===== src/dcrc_pkg.sv =====
// Shared types, constants and the CRC-16 byte fold for the delta encoder.
// No dependencies; used by every module of the block.
package dcrc_pkg;

   localparam logic [15:0] CRC_INIT = 16'hFFFF;
   localparam logic [15:0] CRC_POLY = 16'h1021;

   // beat queue: one data beat plus two trailer beats must fit behind one waiting beat
   localparam int unsigned QUEUE_DEPTH = 4;
   localparam int unsigned PTR_W       = $clog2(QUEUE_DEPTH);
   localparam int unsigned LEVEL_W     = $clog2(QUEUE_DEPTH + 1);
   localparam int unsigned FRAME_BEATS = 3;

   typedef struct packed {
      logic       push;
      logic       frame_end;
      logic [7:0] enc_byte;
      logic [15:0] crc;
   } enc_result_type;

   typedef struct packed {
      logic [LEVEL_W-1:0] level;
      logic               room;
   } queue_status_type;

   function automatic logic [15:0] crc_fold(input logic [15:0] crc, input logic [7:0] b);
      logic [15:0] c;
      c = crc ^ {b, 8'h00};
      for (int k = 0; k < 8; k++) begin
         if (c[15]) begin
            c = {c[14:0], 1'b0} ^ CRC_POLY;
         end else begin
            c = {c[14:0], 1'b0};
         end
      end
      return c;
   endfunction

endpackage


===== src/delta_encoder_crc16_trailer_core.sv =====
// Top level of the byte delta encoder with CRC-16 trailer.
// Depends on dcrc_pkg, dcrc_encoder and dcrc_beat_queue.
//
// Usage:
//   req_* carries raw frame bytes, one per beat; req_tlast marks the final
//   byte. rsp_* carries coded bytes: the first byte of a frame raw, each
//   later byte as its mod-256 difference from the previous raw byte, and
//   after the final byte the CRC-16 (init FFFF, poly 1021, no final XOR)
//   high byte then low byte, the low byte with rsp_tlast set.
//   An accepted byte is coded combinationally and written into the output queue that drives rsp_*.
//   Throughput is one byte per cycle while the queue has room; a frame-end byte yields
//   three beats, so req_tready stays low while the trailer drains.
//   req_tready depends only on the fill of a four-beat output queue, never
//   on rsp_tready, so a byte is taken while an earlier beat waits.
//   When the receiver stalls, the queue holds its beats and req_tready
//   drops once fewer than three slots are free.
//   Reset clears the queue and starts a new frame with the CRC at FFFF.
module delta_encoder_crc16_trailer_core (
   input  logic       clock,
   input  logic       reset,
   input  logic       req_tvalid,
   output logic       req_tready,
   input  logic [7:0] req_tdata,   // [7:0] data_byte
   input  logic       req_tlast,   // frame_end
   output logic       rsp_tvalid,
   input  logic       rsp_tready,
   output logic [7:0] rsp_tdata,   // [7:0] out_byte
   output logic       rsp_tlast    // out_last
);

   dcrc_pkg::enc_result_type   result;
   dcrc_pkg::queue_status_type status;
   logic                       req_accept;
   logic                       rsp_accept;

   assign req_tready = status.room;
   assign req_accept = req_tvalid & req_tready;
   assign rsp_tvalid = (status.level != '0);
   assign rsp_accept = rsp_tvalid & rsp_tready;

   dcrc_encoder u_encoder (
      .clock     (clock),
      .reset     (reset),
      .accept    (req_accept),
      .data_byte (req_tdata),
      .frame_end (req_tlast),
      .result    (result)
   );

   dcrc_beat_queue u_queue (
      .clock     (clock),
      .reset     (reset),
      .result    (result),
      .pop       (rsp_accept),
      .head_byte (rsp_tdata),
      .head_last (rsp_tlast),
      .status    (status)
   );

   a_level_bound: assert property (@(posedge clock) disable iff (reset)
      status.level <= dcrc_pkg::LEVEL_W'(dcrc_pkg::QUEUE_DEPTH))
      else $error("beat queue overfilled");

   a_trailer_queued: assert property (@(posedge clock) disable iff (reset)
      req_accept && req_tlast |=> status.level >= dcrc_pkg::LEVEL_W'(2))
      else $error("frame trailer not queued");

   a_beat_appears: assert property (@(posedge clock) disable iff (reset)
      req_accept |=> rsp_tvalid)
      else $error("accepted byte produced no beat");

   a_no_accept_full: assert property (@(posedge clock) disable iff (reset)
      rsp_tvalid && !rsp_tready && status.level ==
         dcrc_pkg::LEVEL_W'(dcrc_pkg::QUEUE_DEPTH - 1) |-> !req_accept)
      else $error("byte accepted without trailer room");

endmodule


===== src/dcrc_encoder.sv =====
// Frame state, delta coding and running CRC for one accepted byte per cycle.
// Depends on dcrc_pkg for the CRC fold and the result struct.
module dcrc_encoder (
   input  logic                    clock,
   input  logic                    reset,
   input  logic                    accept,
   input  logic [7:0]              data_byte,
   input  logic                    frame_end,
   output dcrc_pkg::enc_result_type result
);

   logic [7:0]  prev_ff, prev_in;
   logic        start_ff, start_in;
   logic [15:0] crc_ff, crc_in;
   logic [7:0]  enc;
   logic [15:0] crc_next;

   always_comb begin
      enc      = start_ff ? data_byte : data_byte - prev_ff;
      crc_next = dcrc_pkg::crc_fold(crc_ff, enc);
      prev_in  = prev_ff;
      start_in = start_ff;
      crc_in   = crc_ff;
      if (accept) begin
         if (frame_end) begin
            prev_in  = 8'h00;
            start_in = 1'b1;
            crc_in   = dcrc_pkg::CRC_INIT;
         end else begin
            prev_in  = data_byte;
            start_in = 1'b0;
            crc_in   = crc_next;
         end
      end
      result.push      = accept;
      result.frame_end = frame_end;
      result.enc_byte  = enc;
      result.crc       = crc_next;
   end

   always_ff @(posedge clock) begin
      if (reset) begin
         prev_ff  <= 8'h00;
         start_ff <= 1'b1;
         crc_ff   <= dcrc_pkg::CRC_INIT;
      end else begin
         prev_ff  <= prev_in;
         start_ff <= start_in;
         crc_ff   <= crc_in;
      end
   end

endmodule


===== src/dcrc_beat_queue.sv =====
// Output beat queue: takes one coded byte, or one byte plus the CRC trailer,
// per cycle and hands out one beat per cycle while pop is high. Depends on dcrc_pkg.
module dcrc_beat_queue (
   input  logic                      clock,
   input  logic                      reset,
   input  dcrc_pkg::enc_result_type  result,
   input  logic                      pop,
   output logic [7:0]                head_byte,
   output logic                      head_last,
   output dcrc_pkg::queue_status_type status
);

   localparam int unsigned PW = dcrc_pkg::PTR_W;
   localparam int unsigned LW = dcrc_pkg::LEVEL_W;

   logic [8:0]    mem [dcrc_pkg::QUEUE_DEPTH];
   logic [PW-1:0] wr_ptr_ff, wr_ptr_in;
   logic [PW-1:0] rd_ptr_ff, rd_ptr_in;
   logic [LW-1:0] level_ff, level_in;
   logic [LW-1:0] push_n;
   logic [LW-1:0] pop_n;

   always_comb begin
      push_n = '0;
      if (result.push) begin
         push_n = result.frame_end ? LW'(dcrc_pkg::FRAME_BEATS) : LW'(1);
      end
      pop_n     = pop ? LW'(1) : '0;
      level_in  = level_ff + push_n - pop_n;
      wr_ptr_in = wr_ptr_ff + PW'(push_n);
      rd_ptr_in = rd_ptr_ff + PW'(pop_n);
   end

   always_ff @(posedge clock) begin
      if (result.push) begin
         mem[wr_ptr_ff] <= {1'b0, result.enc_byte};
         if (result.frame_end) begin
            mem[wr_ptr_ff + PW'(1)] <= {1'b0, result.crc[15:8]};
            mem[wr_ptr_ff + PW'(2)] <= {1'b1, result.crc[7:0]};
         end
      end
   end

   always_ff @(posedge clock) begin
      if (reset) begin
         wr_ptr_ff <= '0;
         rd_ptr_ff <= '0;
         level_ff  <= '0;
      end else begin
         wr_ptr_ff <= wr_ptr_in;
         rd_ptr_ff <= rd_ptr_in;
         level_ff  <= level_in;
      end
   end

   assign head_byte    = mem[rd_ptr_ff][7:0];
   assign head_last    = mem[rd_ptr_ff][8];
   assign status.level = level_ff;
   assign status.room  = (level_ff <= LW'(dcrc_pkg::QUEUE_DEPTH - dcrc_pkg::FRAME_BEATS));

endmodule

===== config.mk =====
export PLATFORM = sky130hd
export DESIGN_NAME = delta_encoder_crc16_trailer_core
export DESIGN_NICKNAME = d
export VERILOG_FILES = /design/src/dcrc_pkg.sv /design/src/delta_encoder_crc16_trailer_core.sv /design/src/dcrc_encoder.sv /design/src/dcrc_beat_queue.sv
export SDC_FILE = /design/constraint.sdc
export NUM_CORES = 1
export LEC_CHECK = 0
export ABC_AREA = 1
export BUFFER_PORTS_ARGS = -buffer_cell sky130_fd_sc_hd__buf_2
export CORE_MARGIN = 4
export CORE_UTILIZATION = 62
export DETAILED_ROUTE_END_ITERATION = 10
export GPL_ROUTABILITY_DRIVEN = 1
export PLACE_DENSITY = 0.81
export SLEW_MARGIN = 15
export SYNTH_ARGS = -nofsm -noshare
export SYNTH_HDL_FRONTEND = slang
export SYNTH_SLANG_ARGS = --single-unit
export TNS_END_PERCENT = 1

===== constraint.sdc =====
create_clock -name clock -period 3.2 [get_ports clock]
set_input_delay 0.8 -clock clock [delete_from_list [all_inputs] [get_ports clock]]
set_output_delay 0.8 -clock clock [all_outputs]
set_load 0.01 [all_outputs]

==> results by group <==
Status
  – Status: finished clean

STA
  – Hold Fails Final Rpt: 0
  – Pins Over Slew Limit: 0
  – Worst Clk Skew: roughly 0.0086 ns
  – RSZ-0062 raised after global routing: no
  – F_max: approximately 0.36 GHz
  – Final setup fails: 0
  – Slew @ Worst Pin: around 0.93 ns
  – Final Cycle Share: 0.859
  – Max-slew headroom: 0.378
  – Setup TNS: 0 ns
  – Post-route setup slack: 0.450 ns
  – Min cycle time layout: 2.75 ns

Worst setup path
  – CP startpoint kind: input pin
  – R2r startpoint: u_encoder.prev_ff[0]
  – Kind of critical path: in2reg
  – Critical Path AT: between 2 and 3 ns
  – Register-to-Register Path Depth: 16
  – CP startpoint: req_tdata[0]
  – CP Capture Type: flip-flop
  – CP Data Required Time: 3.31 ns
  – Critical path peak fanout: 4

Run
  – MaxCap Viol Count: 0

Global route
  – Total grt overflow: 0
  – Vias in the first global route: 3,855
  – Initial antenna violation count: 0
  – Largest net degree at the start of global routing: 29
  – Tot GR Track Use: 0.267
  – Global-route wire length before repair: 18,600 um

Route
  – DRC violations left: 0
  – Drt pass-1 iters: 6
  – Routed len/inst: 15.1 um
  – Iter 0 DRT Violations: 339
  – Post-route ant nets: 0
  – Via count: 4,269
  – Routed vias/inst: 5.77
  – Drt total wl: 11,100 um

Pwr
  – Maximum vdd drop: roughly 0.00038 V
  – Leak: 2.32 nW
  – Pwr dens: 862 nW/um2

Final layout
  – N_diodes: 0
  – Layout overhead on the synthesized area: 6.99%
  – FF+latch area: approximately 1700 um2
  – Layout cells sized above 1: 0.172
  – Multi-input logic area: 2520 um2
  – Post-route cell area: 4960 um2
  – # nets final: between 600 and 700
  – # fillers: roughly 630

Logic synthesis
  – Post-synth top area cell: edfxtp_1
  – Synth Flop Type: dfxtp_1
  – Ys async rst share: 0
  – Synth warn: 0
  – Syn Inst Count: about 620
  – Mapped cell area: 4640 um2
  – Yosys top cell area share: 0.207
  – Synth area leaders: edfxtp_1 (21%), dfxtp_1 (16%), nand2_1 (12%)
  – Synth top cells by count: nand2_1 (150), inv_1 (71), nand3_1 (66)
  – Synthesized area per cell: 7.49 um2
  – Distinct cells, synth: 44
  – Syn nets: 647
  – FF+latch count, synth: 68
  – Most frequent cell after synthesis: nand2_1
  – EDFF count, synth: 32
  – Seq/Total Area, Yosys: 0.363

Floorplanning
  – Row count: 31
  – Core area: ~7300 um2
  – DIE WIDTH: 94.5 um
  – Initial cell density of the core: 0.639
  – Die Area: ~8900 um2
  – I/O pins: 24
  – Die H: 94.5 um

Clocking
  – Clock Path Buffers: 2
  – Post-CTS Setup Inserts: 0
  – Inserted Clock Buffers: 9
  – Clock slew at reported path FFs: 0.08 ns
  – Cts hold-fix bufs: 0
  – CTS tree: done
  – CTS Sinks: 68
  – Worst-Skew Late Latency: 0.35 ns
  – Root Buffer: clkbuf_8
  – Post-CTS Resized: 0
  – H-tree levels: 3

Min path
  – HP Class: reg2reg
  – Hold path depth: 2
  – Hold Startpoint: u_queue.mem[1][8]

Placed design
  – RePlAce Congestion: around 0.95
  – IO buf count: 23
  – DP HPWL: 8030 um
  – Dpl ws: slightly above 0.1 ns
  – Placed standard-cell area: 4800 um2
==> kinds of logic after synthesis <==
kind of cell,Yosys count,synth area share
compound gates,115,0.140
flops,68,0.363
buf+inv,104,0.0928
xor+xnor,10,0.0319
fa+ha+maj,15,0.0437
simple gates,307,0.329
==> cell usage in the layout, fill, tap and decap left out, types with 2 or more instances in the layout <==
cell type | synthesis | layout
xnor2_1 | 2 | 2
nand3_2 | 14 | 14
dfxtp_1 | 36 | 36
clkbuf_1 | 11 | 2
xor2_1 | 3 | 3
buf_4 | 1 | 6
nor2_1 | 37 | 37
nand2_1 | 150 | 150
clkinvlp_4 | 0 | 2
xor2_2 | 2 | 2
edfxtp_1 | 32 | 32
o21ai_1 | 12 | 12
inv_1 | 71 | 71
o21ai_0 | 42 | 42
o21bai_1 | 3 | 3
clkinv_2 | 0 | 3
a211oi_1 | 8 | 8
buf_2 | 7 | 23
clkbuf_8 | 0 | 9
o211ai_1 | 2 | 2
nand2_4 | 11 | 11
nor3_1 | 2 | 2
nor2_4 | 2 | 2
a21oi_2 | 2 | 2
o22ai_1 | 9 | 9
ha_1 | 13 | 13
xor2_4 | 2 | 2
a21oi_1 | 32 | 32
nand4_1 | 2 | 2
inv_2 | 8 | 8
nand3_1 | 66 | 66
fa_1 | 2 | 2
nand2_2 | 19 | 19
==> state kept, by name (all words and copies together) (netlist names) <==
register / count
u_queue.mem: 36
u_queue.wr_ptr_ff: 2
u_queue.rd_ptr_ff: 2
u_queue.level_ff: 3
u_encoder.crc_ff: 16
u_encoder.prev_ff: 8
u_encoder.start_ff: 1
==> power by group <==
part	switching (mW)	internal, mW
clock	0.342	0.277
combinational	1.55	0.758
sequential	0.141	1.20
==> stage by stage <==
| stage | hold slack, ns | std cells | power (mW) | util |
|---|---|---|---|---|
| 6_report | 0.461 | 740 | 4.28 | 0.684 |
| 5_1_grt | 0.476 | 740 | 4.61 | 0.684 |
| 4_1_cts | 0.451 | 740 | 4.25 | 0.684 |
| 3_5_place_dp | 0.435 | 724 | 3.65 | 0.662 |
| 3_3_place_gp | 0.429 | 724 | 3.55 | 0.662 |
| 2_1_floorplan | 0.414 | 619 | 3.11 | - |
==> final timing paths <==
path              slack [ns]                end
setup / recovery        0.45  u_queue.mem[1][6]
hold / removal          0.46  u_queue.mem[1][8]
setup reg to reg        0.74  u_queue.mem[1][6]
hold reg to reg         0.46  u_queue.mem[1][8]
==> critical path, stage by stage <==
cell,delay [ns]
buf_2,0.10
inv_1,0.06
ha_1,0.21
fa_1,0.40
inv_1,0.07
nand3_1,0.10
nand2_1,0.11
nand2_1,0.07
nand3_1,0.09
nand3_2,0.12
nand2_2,0.09
nand2_1,0.09
nand2_2,0.12
nand2_1,0.12
nand3_2,0.10
nand3_1,0.08
nand2_1,0.07
nand2_1,0.04
==> per-layer routing <==
metal | global-route usage | routed length (um)
met4 | 0.0986 | 262
met2 | 0.431 | 5190
met1 | 0.363 | 4780
met3 | 0.0430 | 908
met5 | 0 | 0
==> final cells by class <==
class | count | share of cell area
Clock buffer | 11 | 0.0265
Clock inverter | 5 | 0.00605
Inverter | 81 | 0.0623
Multi-Input combinational cell | 447 | 0.509
Sequential cell | 68 | 0.339
Tap cell | 99 | 0.0250
Timing Repair Buffer | 29 | 0.0323
Power figures use the tool's default switching activity.
